## src/hw/rtl/lws_pkg.sv

```systemverilog
// Shared constants and reset table for the lottery winner select block.
`timescale 1ns / 1ps

package lws_pkg;

    // Defaults for the top-level parameters
    localparam int DEF_NUM_JOBS    = 4;
    localparam int DEF_TICKET_BITS = 10;

    // Fixed field widths
    localparam int DRAW_W     = 31;
    localparam int RUNS_W     = 32;
    localparam int IDX_W      = 2;
    localparam int S_TDATA_W  = 32;
    localparam int M_TDATA_W  = 40;
    localparam int DRAW_CNT_W = $clog2(DRAW_W);

    // Configuration register file
    localparam int NUM_TICKET_REGS = 4;
    localparam int CFG_IDX_W       = 2;

    localparam logic [RUNS_W-1:0] RUN_MAX = {RUNS_W{1'b1}};

    // Ticket count after reset, before masking to the ticket width
    function automatic logic [15:0] ticket_reset(input int j);
        logic [15:0] v;
        case (j)
            0:       v = 16'd50;
            1:       v = 16'd100;
            2:       v = 16'd250;
            default: v = 16'd0;
        endcase
        return v;
    endfunction

endpackage

```

## src/hw/rtl/lottery_winner_select.sv

```systemverilog
// Lottery winner select: proportional-share arbiter with a bit-serial modulo unit.
`timescale 1ns / 1ps
//
// Usage
//   Slave stream (i_s_*): one beat per time slice, tdata[30:0] = random draw.
//   Master stream (o_m_*): one result beat per input beat, in order.
//     tdata[1:0] = winner index, tdata[33:2] = winner run count, rest zero.
//     tuser[0]   = no tickets (ticket total is zero; nothing chosen or counted).
//   Config channel (i_cfg_*): write ticket count of job i at index i; write only
//     while the block is idle. Indexes at or above NUM_JOBS are dropped.
// Timing
//   Per beat: add up the ticket total one job at a time, run the bit-serial
//   modulo (one draw bit per cycle through a shift register), walk the jobs,
//   bump the run counter and load the output register. A zero ticket total
//   skips the modulo, the walk and the counter bump.
//   One beat is in flight at a time.
// Reset
//   Synchronous, active low: ticket counts return to 50/100/250/0, run counters
//   clear, both streams go empty.
// Stall
//   A finished result waits in the output register; the next draw is still
//   accepted and worked on, and it holds in its last state until the slot frees.

module lottery_winner_select
    import lws_pkg::*;
#(
    parameter int NUM_JOBS    = DEF_NUM_JOBS,
    parameter int TICKET_BITS = DEF_TICKET_BITS
) (
    input  logic                   i_clk,
    input  logic                   i_rst_n,
    // slave stream: [30:0] random_draw, [31] zero
    input  logic                   i_s_tvalid,
    output logic                   o_s_tready,
    input  logic [S_TDATA_W-1:0]   i_s_tdata,
    // master stream
    output logic                   o_m_tvalid,
    input  logic                   i_m_tready,
    // [1:0] winner_index, [33:2] winner_runs, [39:34] zero
    output logic [M_TDATA_W-1:0]   o_m_tdata,
    // [0] no_tickets
    output logic                   o_m_tuser,
    // configuration writes
    input  logic                   i_cfg_valid,
    output logic                   o_cfg_ready,
    input  logic [CFG_IDX_W-1:0]   i_cfg_index,
    input  logic [TICKET_BITS-1:0] i_cfg_data
);

    localparam int JOB_W = $clog2(NUM_JOBS);
    localparam int SUM_W = TICKET_BITS + JOB_W;
    localparam logic [JOB_W-1:0] LAST_JOB = JOB_W'(NUM_JOBS - 1);

    typedef enum logic [2:0] {
        ST_IDLE,
        ST_SUM,
        ST_DIV,
        ST_WALK,
        ST_UPD,
        ST_DONE
    } t_state;

    t_state                  r_state;
    logic [TICKET_BITS-1:0]  r_tickets [NUM_JOBS];
    logic [RUNS_W-1:0]       r_runs    [NUM_JOBS];
    logic [DRAW_W-1:0]       r_draw;
    logic [DRAW_CNT_W-1:0]   r_cnt;
    logic [JOB_W-1:0]        r_job;
    logic [SUM_W-1:0]        r_total;
    logic [SUM_W-1:0]        r_rem;
    logic [SUM_W-1:0]        r_sum;
    logic [JOB_W-1:0]        r_win;
    logic [RUNS_W-1:0]       r_res_runs;
    logic [IDX_W-1:0]        r_res_idx;
    logic                    r_res_none;
    logic                    r_out_valid;
    logic [RUNS_W-1:0]       r_out_runs;
    logic [IDX_W-1:0]        r_out_idx;
    logic                    r_out_none;

    logic [TICKET_BITS-1:0]  w_tick;
    logic [SUM_W:0]          w_shift;
    logic [SUM_W-1:0]        n_rem;
    logic [SUM_W-1:0]        n_total;
    logic [SUM_W-1:0]        n_sum;
    logic [RUNS_W-1:0]       w_cur_runs;
    logic [RUNS_W-1:0]       n_runs;
    logic                    w_out_free;

    assign w_tick = r_tickets[r_job];

    // One restoring step: shift in the next draw bit, subtract the total if it fits
    always_comb begin
        w_shift = {r_rem, r_draw[DRAW_W-1]};
        if (w_shift >= {1'b0, r_total}) begin
            n_rem = SUM_W'(w_shift - {1'b0, r_total});
        end else begin
            n_rem = w_shift[SUM_W-1:0];
        end
    end

    assign n_total    = r_total + SUM_W'(w_tick);
    assign n_sum      = r_sum + SUM_W'(w_tick);
    assign w_cur_runs = r_runs[r_win];
    assign n_runs     = (w_cur_runs == RUN_MAX) ? w_cur_runs : w_cur_runs + 1'b1;
    assign w_out_free = !r_out_valid || i_m_tready;

    assign o_s_tready  = (r_state == ST_IDLE);
    assign o_cfg_ready = 1'b1;
    assign o_m_tvalid  = r_out_valid;
    assign o_m_tdata   = {{(M_TDATA_W - RUNS_W - IDX_W){1'b0}}, r_out_runs, r_out_idx};
    assign o_m_tuser   = r_out_none;

    always_ff @(posedge i_clk) begin
        if (!i_rst_n) begin
            r_state     <= ST_IDLE;
            r_out_valid <= 1'b0;
            for (int j = 0; j < NUM_JOBS; j++) begin
                r_tickets[j] <= TICKET_BITS'(ticket_reset(j));
                r_runs[j]    <= '0;
            end
        end else begin
            // ticket writes, dropped for jobs that do not exist
            if (i_cfg_valid) begin
                for (int j = 0; j < NUM_JOBS; j++) begin
                    if (j < NUM_TICKET_REGS && i_cfg_index == CFG_IDX_W'(j)) begin
                        r_tickets[j] <= i_cfg_data;
                    end
                end
            end

            // drop the taken beat unless a new one loads in the same cycle
            if (r_out_valid && i_m_tready && r_state != ST_DONE) begin
                r_out_valid <= 1'b0;
            end

            case (r_state)
                ST_IDLE: begin
                    if (i_s_tvalid) begin
                        r_draw  <= i_s_tdata[DRAW_W-1:0];
                        r_job   <= '0;
                        r_total <= '0;
                        r_state <= ST_SUM;
                    end
                end
                ST_SUM: begin
                    r_total <= n_total;
                    if (r_job == LAST_JOB) begin
                        r_job <= '0;
                        r_rem <= '0;
                        r_cnt <= '0;
                        if (n_total == '0) begin
                            r_res_runs <= '0;
                            r_res_idx  <= '0;
                            r_res_none <= 1'b1;
                            r_state    <= ST_DONE;
                        end else begin
                            r_state <= ST_DIV;
                        end
                    end else begin
                        r_job <= r_job + 1'b1;
                    end
                end
                ST_DIV: begin
                    r_rem  <= n_rem;
                    r_draw <= {r_draw[DRAW_W-2:0], 1'b0};
                    r_cnt  <= r_cnt + 1'b1;
                    if (r_cnt == DRAW_CNT_W'(DRAW_W - 1)) begin
                        r_sum   <= '0;
                        r_state <= ST_WALK;
                    end
                end
                ST_WALK: begin
                    r_sum <= n_sum;
                    // first job whose running sum passes the pick wins
                    if (n_sum > r_rem || r_job == LAST_JOB) begin
                        r_win   <= r_job;
                        r_state <= ST_UPD;
                    end else begin
                        r_job <= r_job + 1'b1;
                    end
                end
                ST_UPD: begin
                    r_runs[r_win] <= n_runs;
                    r_res_runs    <= n_runs;
                    r_res_idx     <= IDX_W'(r_win);
                    r_res_none    <= 1'b0;
                    r_state       <= ST_DONE;
                end
                ST_DONE: begin
                    if (w_out_free) begin
                        r_out_valid <= 1'b1;
                        r_out_runs  <= r_res_runs;
                        r_out_idx   <= r_res_idx;
                        r_out_none  <= r_res_none;
                        r_state     <= ST_IDLE;
                    end
                end
                default: begin
                    r_state <= ST_IDLE;
                end
            endcase
        end
    end

endmodule

```

## config.mk

```make
export PLATFORM = sky130hd
export DESIGN_NAME = lottery_winner_select
export DESIGN_NICKNAME = d
export VERILOG_FILES = /design/src/hw/rtl/lws_pkg.sv /design/src/hw/rtl/lottery_winner_select.sv
export SDC_FILE = /design/constraint.sdc
export NUM_CORES = 1
export LEC_CHECK = 0
export ABC_AREA = 1
export BUFFER_PORTS_ARGS = -buffer_cell sky130_fd_sc_hd__buf_2
export CORE_MARGIN = 4
export CORE_UTILIZATION = 54
export DETAILED_ROUTE_END_ITERATION = 16
export PLACE_DENSITY = 0.73
export SYNTH_ARGS = -nofsm -noshare
export SYNTH_HDL_FRONTEND = slang
export SYNTH_SLANG_ARGS = --single-unit
```

## constraint.sdc

```tcl
create_clock -name i_clk -period 5.35 [get_ports i_clk]
set_input_delay 1.07 -clock i_clk [delete_from_list [all_inputs] [get_ports i_clk]]
set_output_delay 1.07 -clock i_clk [all_outputs]
set_load 0.03 [all_outputs]
```

== Word level (Yosys, flattened, before mapping) ==
Memory sizes are Yosys's and may differ from the RTL's. A register that Yosys moved wholly into a read port is not among the register bits.
Cells that the tools add are included.

* Reductions and logical operators: 24
* Order comparisons: 2
* Eq/ne operators: 19
* Divide/modulo/power cells: 0
* Multipliers: 0
* Bitwise gates (word level): 4
* Add/sub/neg operators: 6
* Muxes and demuxes: 68
* Shift operators: 0

{| class="wikitable"
|+ Operators by type and width
! cell !! count
|-
| $mux W32 || 4
|-
| $mux W10 || 8
|-
| $pmux W12 S2 || 3
|-
| $pmux W32 S2 || 1
|-
| $pmux W31 S2 || 1
|-
| $mux W12 || 4
|-
| $add A32 B1 Y32 const B || 1
|-
| $eq A32 B32 Y1 const B || 1
|-
| $reduce_or A32 Y1 || 1
|-
| $mux W31 || 1
|-
| $mux W1 || 26
|-
| $add A12 B10 Y12 || 2
|-
| $mux W3 || 6
|-
| $pmux W3 S6 || 1
|-
| $reduce_and A3 Y1 || 6
|-
| $mux W2 || 8
|-
| $ne A2 B2 Y1 const B || 7
|-
| $ge A13 B12 Y1 || 1
|-
| $gt A12 B12 Y1 || 1
|-
| $logic_not A12 Y1 || 1
|-
| $sub A12 B12 Y12 || 1
|-
| $pmux W5 S2 || 1
|-
| $reduce_bool A2 Y1 || 5
|-
| $reduce_and A4 Y1 || 2
|-
| 21 further kinds || 30
|}

* Bits in writable memories: 168
* Logic and storage cells: 140
* Memories: 2
* Memory bits (read-only): 0
* Output and inout bits: 44
* Register bits after elaboration: 150
* Bits in latches: 0
* Bits of input ports: 49

{| class="wikitable"
|+ Memories
! memory !! depth !! bits a word !! read ports !! clocked after Yosys merged registers in !! wr ports !! line !! source
|-
| r_runs || 4 || 32 || 1 || 1 || 4 || lottery_winner_select.sv:65 || <nowiki>logic [RUNS_W-1:0] r_runs [NUM_JOBS];</nowiki>
|-
| r_tickets || 4 || 10 || 1 || 1 || 4 || lottery_winner_select.sv:64 || <nowiki>logic [TICKET_BITS-1:0] r_tickets [NUM_JOBS];</nowiki>
|}

== Logic depth before layout (Yosys ltp) ==
Gate-level depths: netlist of the first run.

* Depth in word-level cells: 6
* Gate-level depth with buffers: 28
* Mapped depth without buffers: 27

== Least setup slack after synthesis of the first run ==
OpenSTA, ideal clock, no wires.

* Kind: register to register
* Start: register (tool-made name)
* End: register r_res_idx[0] (enable)
* Path slack: 0.825 ns
* Clock period less this slack: 4.525 ns
* Arrival time: 4.086 ns
* Buffers on the path: 1
* Cell stages (with the launch flop): 19
* Data required time: 4.911 ns
* Setup time: 0.439 ns
* Cell sequence: dfxtp_1 > inv_1 > buf_1 > o21ai_0 > o22ai_1 > ha_1 > inv_1 > fa_1 > inv_1 > nand2_1 > nand2_1 > nand3_1 > nand2_1 > nand2_1 > nand2_1 > nand3_1 > nor2_1 > nand4_1 > a21oi_1

{| class="wikitable"
|+ RTL lines
! item !! line !! source
|-
| to (signal assigned) || lottery_winner_select.sv:186 || <nowiki>r_res_idx <= IDX_W'(r_win);</nowiki>
|-
| to (decl) || lottery_winner_select.sv:74 || <nowiki>logic [IDX_W-1:0] r_res_idx;</nowiki>
|}

==> flow_summary.toml, run 1 <==
[detailed_routing]
drt-pass1-iter-count = 5
post_dr_wirelength_cell_um = 16.77
drc_errors = 0
detail-route-antenna-nets = 0
vias = 12580
drt-initial-drc-count = 948
routed_wl_um = 39350
viasPerCell = 5.362

[synth]
per_instance_average_area_after_synthesis_sq_um = 9.106
synth_cell_type_count = 47
synth_seq_cells = 322
post_synth_inst_count = 1838
synth-seq-area-share_pct = 57.29
share_of_yosys_cell_area_claimed_by_the_top_area_cell_type_pct = 56.34
synth_area_sq_um = 16740
synth-warning-count = 0
synth-edff-count = 314
ys_dominant_reg_cell = "sky130_fd_sc_hd__edfxtp_1"
post_synth_main_area_contributors = "sky130_fd_sc_hd__edfxtp_1 (56%), sky130_fd_sc_hd__nand2_1 (10%), sky130_fd_sc_hd__nor2_1 (6.3%), sky130_fd_sc_hd__inv_1 (6.0%), sky130_fd_sc_hd__ha_1 (3.6%)"
synth_async_reset_ratio_pct = 0
synth_top_area_cell = "sky130_fd_sc_hd__edfxtp_1"

[setup_path]
critical_path_required_ns = 5.52
cp_max_fo = 11
worst_setup_path_end_kind = "flip-flop"
arrival_ns = 4.74
critical_path_class = "reg2reg"
critPathLaunchType = "flip-flop"

[cts]
tritoncts = "built"
ctsHtreeMaxLevel = 2
cts_resized = 0
cts_post_setup_buffers_inserted = 0
clock_insertion_delay_worst_skew_ns = 0.52
clockBufferDepth = 3
cts.sink_count = 322
holdBufCountCts = 0
inserted_clock_buffers = 36
clk_root_buffer_cell = "sky130_fd_sc_hd__clkbuf_16"
worst_setup_hold_path_clk_slew_ns = 0.06

[final_layout]
multiInputGateArea_sq_um = 5769
seqCellArea_sq_um = 9590
insertedDiodeCount = 0
layout.filler_cells = 2598
layout.cells.most_common_list = "sky130_fd_sc_hd__nand2_1 (455), sky130_fd_sc_hd__edfxtp_1 (314), sky130_fd_sc_hd__nor2_1 (281), sky130_fd_sc_hd__inv_1 (267), sky130_fd_sc_hd__buf_2 (84)"
layout_commonest_cell = "sky130_fd_sc_hd__nand2_1"
drive_gt1_share_pct = 10.97
layout.nets = 2024
layout-area-overhead-vs-synth_pct = 11.87

[place]
io_buffers = 84
dp_hpwl_um = 26860
gp_congestion = 0.9238
place_worst_setup_slack_ns = 0.8199

[floorplanning]
floorplan_die_width_um = 184.1
initial_core_util_pct = 54.72
placement_rows = 64
chipHeight_um = 184.1
design.die.area_sq_um = 33880
top_level_ports = 93
core_area_sq_um = 30590

[global_route]
initial_antenna_violation_count = 0
use_met2_pct = 42.06
first_global_vias = 12390
grt_use_met3_pct = 3.067
grt_max_degree = 59
global_route.peak_usage_layer = "met2"
track_usage_pct = 23.26
globalRoute.totalOverflow = 0
grt_first_pass_wirelength_um = 62830
global_routing_met1_resource_utilization_pct = 28.79

[outcome]
status = "completed"

[power]
pwr_density_cell_nw_per_um2 = 458.7
power_frac_clock_pct = 29.8
internal_power_mw = 5.534
power_switching_share_pct = 35.57
switching_power_mw = 3.054
power.share.combinational_pct = 33.3
total_leakage_power_nw = 8.236
ir_worst_vdd_mv = 0.3600
sequentialPowerShare_pct = 36.9
finalPower_mw = 8.588

[timing]
period_minus_slack_ns = 4.566
tightestPinTransition_ns = 1.074
finalWorstSetupSlack_ns = 0.7844
timing.fmax_ghz = 0.2190
timing.clock.skew_ns = 0.02337
setup_viol_count_final = 0
slew_headroom_pct = 28.26
grt_setup_unrepaired = "false"
finalSetupTns_ns = 0
finalHoldViolCount = 0
final_max_slew_viol_count = 0
timing.final.crit_share_pct = 85.34

[hold_path]
hold_class = "reg2reg"

[job]
max_cap_violations = 0
-- cell usage after synthesis, drive strengths merged (23+ instances only) --
cell type / number
nand3: 82
buf: 36
clkbuf: 28
nand4: 23
inv: 278
ha: 48
o21ai: 93
nand2: 470
edfxtp: 314
nor2: 292
a21oi: 59
xor2: 24
-- state kept, by name (all words and copies together), names as in the netlist, 3 cells and up, named ones only --
| name | count |
|---|---|
| r_sum | 12 |
| r_draw | 31 |
| r_out_runs | 32 |
| r_runs | 128 |
| r_state | 3 |
| r_res_runs | 32 |
| r_cnt | 5 |
| r_total | 12 |
| r_rem | 12 |
| r_tickets | 40 |
-- power groups by stage --
stage,clock [mW],sequential (mW),combinational (mW)
5_1_grt,2.70,3.19,3.28
3_5_place_dp,0,3.22,2.83
3_3_place_gp,0,3.21,2.74
2_1_floorplan,0,3.19,2.11
4_1_cts,2.59,3.17,2.85
6_report,2.56,3.17,2.86
-- cells by family after synthesis --
kind of cell    after synthesis  synth area share, %
compound gates              195                6.504
xor+xnor                     33                1.727
fa+ha+maj                    51                3.947
buf+inv                     342                8.559
flops                       322                57.29
other cells                   2              0.04487
simple gates                893                21.93
-- routing by layer --
metal	vias up	wire (um)
met5	-	0
met4	0	1355
met3	88	2311
met2	412	19920
met1	5900	15760
li1	6179	-
-- layout make-up --
class / count / share of cell area (%)
flip-flops and latches: 322 / 51.22
multi-input cells: 1179 / 30.81
clock buffers: 40 / 5.005
repair buffers: 107 / 3.167
well taps: 396 / 2.646
clock inverters: 24 / 1.524
inverters: 278 / 5.626
-- worst paths after layout --
| kind | startpoint | end | slack (ns) | cells past startpoint |
|---|---|---|---|---|
| setup / recovery | flip-flop | r_win[0]$_DFFE_PP_ | 0.78 | 24 |
| hold / removal | r_res_runs[9]$_SDFFCE_PN0P_ | r_out_runs[9]$_DFFE_PP_ | 0.42 | 0 |
| setup reg to reg | flip-flop | r_win[0]$_DFFE_PP_ | 0.78 | 24 |
| hold reg to reg | r_res_runs[9]$_SDFFCE_PN0P_ | r_out_runs[9]$_DFFE_PP_ | 0.42 | 0 |
-- per-stage QoR --
| stage | instance area [sq um] | cells | utilization (%) | hold WS (ns) |
|---|---|---|---|---|
| 3_5_place_dp | 17500 | 2282 | 57.22 | 0.4045 |
| 2_1_floorplan | 16760 | 1843 | - | 0.4003 |
| 6_report | 18720 | 2346 | 61.21 | 0.4180 |
| 5_1_grt | 18720 | 2346 | 61.21 | 0.4201 |
| 4_1_cts | 18720 | 2346 | 61.21 | 0.4155 |
| 3_3_place_gp | 17500 | 2282 | 57.22 | 0.4015 |
-- worst max-delay path: stages (launching register included) --
cell,delay (ns)
sky130_fd_sc_hd__dfxtp_1,0.51
sky130_fd_sc_hd__inv_1,0.25
sky130_fd_sc_hd__o21ai_0,0.13
sky130_fd_sc_hd__o22ai_1,0.15
sky130_fd_sc_hd__ha_1,0.25
sky130_fd_sc_hd__fa_1,0.42
sky130_fd_sc_hd__nand2_1,0.09
sky130_fd_sc_hd__inv_1,0.05
sky130_fd_sc_hd__o21ai_0,0.15
sky130_fd_sc_hd__nand2_1,0.11
sky130_fd_sc_hd__a21oi_1,0.22
sky130_fd_sc_hd__nor2_1,0.06
sky130_fd_sc_hd__nor2_1,0.09
sky130_fd_sc_hd__o21bai_1,0.08
sky130_fd_sc_hd__xnor2_1,0.20
sky130_fd_sc_hd__inv_1,0.07
sky130_fd_sc_hd__ha_1,0.27
sky130_fd_sc_hd__nand2_1,0.07
sky130_fd_sc_hd__nor3_1,0.26
sky130_fd_sc_hd__nand2_1,0.08
sky130_fd_sc_hd__nand3_1,0.07
sky130_fd_sc_hd__nand2_1,0.14
sky130_fd_sc_hd__nand2_1,0.10
sky130_fd_sc_hd__nand2_1,0.06
sky130_fd_sc_hd__nor2_1,0.32
Note: power is estimated with default switching activity, not from simulation.
==> inputs of run 2 (changes only) <==
==> constraint.sdc (replaced) <==
create_clock -name i_clk -period 5.2 [get_ports i_clk]
set_input_delay 1.04 -clock i_clk [delete_from_list [all_inputs] [get_ports i_clk]]
set_output_delay 1.04 -clock i_clk [all_outputs]
set_load 0.03 [all_outputs]
==> flow_summary.toml, run 2 (synthesis gave the netlist of run 1 again) <==
[final_layout]
fin_cells = 2345
layout.cells.most_common_list = "sky130_fd_sc_hd__nand2_1 (455), sky130_fd_sc_hd__edfxtp_1 (314), sky130_fd_sc_hd__nor2_1 (281), sky130_fd_sc_hd__inv_1 (267), sky130_fd_sc_hd__buf_2 (84)"
regMostFlops = "r_runs"
layout.nets = 2022
stdcell_area_sq_um = 18680
drive_gt1_share_pct = 10.83
largest_register_ff_count = 128
final_core_util_pct = 61.08
layout_top_registers = "r_runs (128), r_tickets (40)"
insertedDiodeCount = 0
layout-area-overhead-vs-synth_pct = 11.62
layout_commonest_cell = "sky130_fd_sc_hd__nand2_1"
layout.filler_cells = 2598

[detailed_routing]
routed_wl_um = 39730
drt-initial-drc-count = 1024
post_dr_wirelength_cell_um = 16.94
vias = 12590
detail-route-antenna-nets = 0
drt-pass1-iter-count = 5
drc_errors = 0
viasPerCell = 5.370

[setup_path]
cp_max_fo = 11
critPathLaunchType = "flip-flop"
critical_path_required_ns = 5.37
path_common_cell = "sky130_fd_sc_hd__nand2_1"
worst_r2r_path_depth = 24
timing.critical_path.slowest_cell_delay_ns = 0.50
path_depth = 24
cp_num_buf_inv = 3
critical-path-slowest-cell = "sky130_fd_sc_hd__dfxtp_1"
critical_path_class = "reg2reg"
arrival_ns = 4.70
worst_setup_path_end_kind = "flip-flop"
critical_path.cell_chain = "inv_1, o21ai_0, o22ai_1, ha_1, fa_1, nand2_1, inv_1, o21ai_0, nand2_1, a21oi_1, nor2_1, nor2_1, o21bai_1, xnor2_1, inv_1, ha_1, nand2_1, nor3_1, nand2_1, nand3_1, nand2_1, nand2_1, nand2_1, nor2_1"
timing.critical_path.max_delay_family = "simple AND/OR/NAND/NOR gates"

[timing]
slew_headroom_pct = 30.94
grt_setup_unrepaired = "false"
timing.fmax_ghz = 0.2207
finalSetupTns_ns = 0
tightestPinTransition_ns = 1.030
finalHoldViolCount = 0
setup_viol_count_final = 0
finalWorstSetupSlack_ns = 0.6696
period_minus_slack_ns = 4.530
timing.clock.skew_ns = 0.03331
final_max_slew_viol_count = 0
timing.final.crit_share_pct = 87.12

[cts]
clk_root_buffer_cell = "sky130_fd_sc_hd__clkbuf_16"
cts.sink_count = 322
worst_setup_hold_path_clk_slew_ns = 0.06
tritoncts = "built"
ctsHtreeMaxLevel = 2
clock_insertion_delay_worst_skew_ns = 0.53
inserted_clock_buffers = 35
cts_post_setup_buffers_inserted = 0
holdBufCountCts = 0
cts_resized = 0
clockBufferDepth = 3

[global_route]
grt_first_pass_wirelength_um = 63230
track_usage_pct = 23.30
first_global_vias = 12320
grt_max_degree = 59
initial_antenna_violation_count = 0
globalRoute.totalOverflow = 0

[place]
io_buffers = 84
dp_hpwl_um = 26890
placed_cell_area_sq_um = 17500
place_worst_setup_slack_ns = 0.7123
dp_cells = 2281
gp_congestion = 0.9318

[floorplanning]
placement_rows = 64
core_area_sq_um = 30590
chipHeight_um = 184.1
top_level_ports = 93
initial_core_util_pct = 54.72
floorplan_die_width_um = 184.1
design.die.area_sq_um = 33880

[hold_path]
hold_class = "reg2reg"
hold_start = "r_res_idx[1]$_SDFFCE_PN0P_"
hold-path-cell-count = 0

[job]
max_cap_violations = 0

[power]
pwr_density_cell_nw_per_um2 = 468.5
ir_worst_vdd_mv = 0.3241
total_leakage_power_nw = 8.205

[outcome]
status = "completed"
## run 2: changes by cell type in the layout (fill, tap and decap cells not counted), sizes merged
cell      before  now
buf          107  106
bufinv         6    5
clkinv        14   13
clkinvlp       1    2
inv          281  282
## run 2: cell type report
| cell class | count | area (sq um) | area share (%) |
|---|---|---|---|
| clock inverter | 24 | 267.8 | 1.433 |
| sequential | 322 | 9590 | 51.33 |
| tap | 396 | 495.5 | 2.652 |
| clock buffer | 40 | 915.9 | 4.902 |
| multi-input combinational | 1179 | 5774 | 30.91 |
| timing repair buffer | 106 | 585.6 | 3.134 |
| inverter | 278 | 1054 | 5.639 |
## run 2: worst register-to-register path: stages, from the launching register on
cell	delay, ns
sky130_fd_sc_hd__dfxtp_1	0.50
sky130_fd_sc_hd__inv_1	0.26
sky130_fd_sc_hd__o21ai_0	0.14
sky130_fd_sc_hd__o22ai_1	0.15
sky130_fd_sc_hd__ha_1	0.24
sky130_fd_sc_hd__fa_1	0.42
sky130_fd_sc_hd__nand2_1	0.09
sky130_fd_sc_hd__inv_1	0.05
sky130_fd_sc_hd__o21ai_0	0.14
sky130_fd_sc_hd__nand2_1	0.10
sky130_fd_sc_hd__a21oi_1	0.25
sky130_fd_sc_hd__nor2_1	0.07
sky130_fd_sc_hd__nor2_1	0.09
sky130_fd_sc_hd__o21bai_1	0.08
sky130_fd_sc_hd__xnor2_1	0.21
sky130_fd_sc_hd__inv_1	0.07
sky130_fd_sc_hd__ha_1	0.28
sky130_fd_sc_hd__nand2_1	0.07
sky130_fd_sc_hd__nor3_1	0.25
sky130_fd_sc_hd__nand2_1	0.09
sky130_fd_sc_hd__nand3_1	0.07
sky130_fd_sc_hd__nand2_1	0.11
sky130_fd_sc_hd__nand2_1	0.08
sky130_fd_sc_hd__nand2_1	0.07
sky130_fd_sc_hd__nor2_1	0.30
## run 2: metrics by stage
step                      power (mW)  hold WS, ns
after detailed placement       6.189       0.4045
after global placement         6.112       0.4035
after floorplan                5.453       0.4003
after CTS                      8.773       0.4104
after global routing           9.341       0.4071
final                          8.752       0.3971
## run 2: final timing paths
path	endpoint	slack, ns
max	r_win[1]$_DFFE_PP_	0.67
min	r_out_idx[1]$_DFFE_PP_	0.40
max reg2reg	r_win[1]$_DFFE_PP_	0.67
min reg2reg	r_out_idx[1]$_DFFE_PP_	0.40
## run 2: report_power, final
group,switching [mW],total (mW),internal (mW)
logic,1.99,2.93,0.942
registers,0.112,3.26,3.15
clock network,1.04,2.56,1.53
## run 2: routing by layer
layer | vias up | share of wire (%) | global-route usage (%)
met4 | 0 | 3.0 | 7.039
li1 | 6165 | - | -
met5 | - | 0 | 0
met1 | 5909 | 40 | 29.52
met3 | 80 | 5.6 | 2.849
met2 | 438 | 51 | 41.95
==> inputs of run 3 (changes only) <==
--- a/config.mk
+++ b/config.mk
@@ -8,9 +8,10 @@
 export ABC_AREA = 1
 export BUFFER_PORTS_ARGS = -buffer_cell sky130_fd_sc_hd__buf_2
 export CORE_MARGIN = 4
-export CORE_UTILIZATION = 54
+export CORE_UTILIZATION = 55
 export DETAILED_ROUTE_END_ITERATION = 16
-export PLACE_DENSITY = 0.73
+export PLACE_DENSITY = 0.74
+export SLEW_MARGIN = 20
 export SYNTH_ARGS = -nofsm -noshare
 export SYNTH_HDL_FRONTEND = slang
 export SYNTH_SLANG_ARGS = --single-unit
==> flow_summary.toml, run 3 (synthesis gave the netlist of run 1 again) <==
[floorplanning]
initial_core_util_pct = 56.17
floorplan_die_width_um = 182.4
core_area_sq_um = 29800
top_level_ports = 93
placement_rows = 63
chipHeight_um = 182.4
design.die.area_sq_um = 33290

[setup_path]
critical_path_class = "reg2reg"
critical-path-slowest-cell = "sky130_fd_sc_hd__dfxtp_1"
arrival_ns = 4.62
path_common_cell = "sky130_fd_sc_hd__nand2_1"
cp_max_fo = 11
critPathLaunchType = "flip-flop"
worst_setup_path_end_kind = "flip-flop"
critical_path_required_ns = 5.37
timing.critical_path.slowest_cell_delay_ns = 0.46
critical_path.cell_chain = "inv_1, o21ai_0, o22ai_1, ha_1, fa_1, nand2_1, inv_1, o21ai_0, nand2_1, a21oi_1, nor2_1, nor2_1, o21bai_1, xnor2_1, inv_1, ha_1, nand2_1, nor3_1, nand2_1, nand3_1, nand2_1, nand2_1, nand2_1, nor2_1"
cp_num_buf_inv = 3
timing.critical_path.max_delay_family = "simple AND/OR/NAND/NOR gates"

[timing]
setup_viol_count_final = 0
slew_headroom_pct = 36.85
final.hold.worst_slack_ns = 0.4112
grt_setup_unrepaired = "false"
tightestPinTransition_ns = 0.9415
final_max_slew_viol_count = 0
finalSetupTns_ns = 0
timing.fmax_ghz = 0.2248
period_minus_slack_ns = 4.449
timing.clock.skew_ns = 0.03062
finalHoldViolCount = 0
finalWorstSetupSlack_ns = 0.7510
timing.final.crit_share_pct = 85.56

[final_layout]
drive_gt1_share_pct = 10.83
insertedDiodeCount = 0
fin_cells = 2339
layout.filler_cells = 2513
stdcell_area_sq_um = 18590
layout-area-overhead-vs-synth_pct = 11.08
layout.cells.most_common_list = "sky130_fd_sc_hd__nand2_1 (455), sky130_fd_sc_hd__edfxtp_1 (314), sky130_fd_sc_hd__nor2_1 (281), sky130_fd_sc_hd__inv_1 (267), sky130_fd_sc_hd__buf_2 (84)"
layout_commonest_cell = "sky130_fd_sc_hd__nand2_1"
regMostFlops = "r_runs"
final_core_util_pct = 62.40
layout_top_registers = "r_runs (128), r_tickets (40)"
largest_register_ff_count = 128
layout.nets = 2024

[detailed_routing]
drc_errors = 0
detail-route-antenna-nets = 0
viasPerCell = 5.363
post_dr_wirelength_cell_um = 16.70
vias = 12540
drt-pass1-iter-count = 5
drt-initial-drc-count = 892
routed_wl_um = 39070

[cts]
cts_resized = 0
cts.sink_count = 322
cts_post_setup_buffers_inserted = 0
holdBufCountCts = 0
clockBufferDepth = 3
clock_insertion_delay_worst_skew_ns = 0.53
ctsHtreeMaxLevel = 2
inserted_clock_buffers = 36
worst_setup_hold_path_clk_slew_ns = 0.07
clk_root_buffer_cell = "sky130_fd_sc_hd__clkbuf_16"
tritoncts = "built"

[place]
dp_cells = 2276
placed_cell_area_sq_um = 17490
gp_congestion = 0.9122
dp_hpwl_um = 26540
io_buffers = 84
place_worst_setup_slack_ns = 0.7584

[global_route]
initial_antenna_violation_count = 0
grt_first_pass_wirelength_um = 62290
grt_max_degree = 59
first_global_vias = 12440
track_usage_pct = 23.32
globalRoute.totalOverflow = 0

[power]
total_leakage_power_nw = 8.176
ir_worst_vdd_mv = 0.3052
pwr_density_cell_nw_per_um2 = 459.1
finalPower_mw = 8.535

[outcome]
status = "completed"

[job]
max_cap_violations = 0

[hold_path]
hold_class = "reg2reg"
==> run 3: cell count changes in the layout (fill, tap and decap cells not counted), moves of 2 or more <==
cell	delta
sky130_fd_sc_hd__a21oi_2	+2
sky130_fd_sc_hd__inv_6	-2
sky130_fd_sc_hd__clkinv_4	+2
sky130_fd_sc_hd__bufinv_16	-3
sky130_fd_sc_hd__clkinv_2	+3
==> run 3: report_power, final <==
group	internal, mW	switching (mW)	total, mW
combinational	0.938	1.93	2.87
sequential	3.15	0.110	3.26
clock	1.38	1.03	2.41
==> run 3: worst paths after layout <==
check,cells after the start,endpoint,from,slack (ns)
hold / removal,0,r_out_runs[15]$_DFFE_PP_,r_res_runs[15]$_SDFFCE_PN0P_,0.41
setup / recovery,24,r_win[1]$_DFFE_PP_,flip-flop,0.75
setup reg to reg,24,r_win[1]$_DFFE_PP_,flip-flop,0.75
hold reg to reg,0,r_out_runs[15]$_DFFE_PP_,r_res_runs[15]$_SDFFCE_PN0P_,0.41
==> run 3: layout make-up <==
type                       instances  area, sq um  area share, %
tap                              390        488.0          2.625
multi-input combinational       1179         5766          31.01
inverter                         278         1054          5.667
sequential                       322         9590          51.58
timing repair buffer             107        593.1          3.190
clock inverter                    23        185.2         0.9960
clock buffer                      40        915.9          4.926
==> run 3: metal layers <==
layer | share of wire (%) | track usage (%) | up-vias
met1 | 39 | 27.50 | 5904
met3 | 5.1 | 2.930 | 95
met4 | 3.6 | 8.526 | 0
met5 | 0 | 0 | -
li1 | - | - | 6163
met2 | 52 | 43.55 | 382
==> run 3: worst register-to-register path: cells and delay by family, from the launching register on <==
family	cells	cell delay (ns)
XOR/XNOR	1	0.20
adder cells (fa/ha/maj)	3	0.96
flip-flops	1	0.46
AND/OR/NAND/NOR	12	1.38
AO/OA/AOI/OAI	5	0.77
buffers and inverters	3	0.34
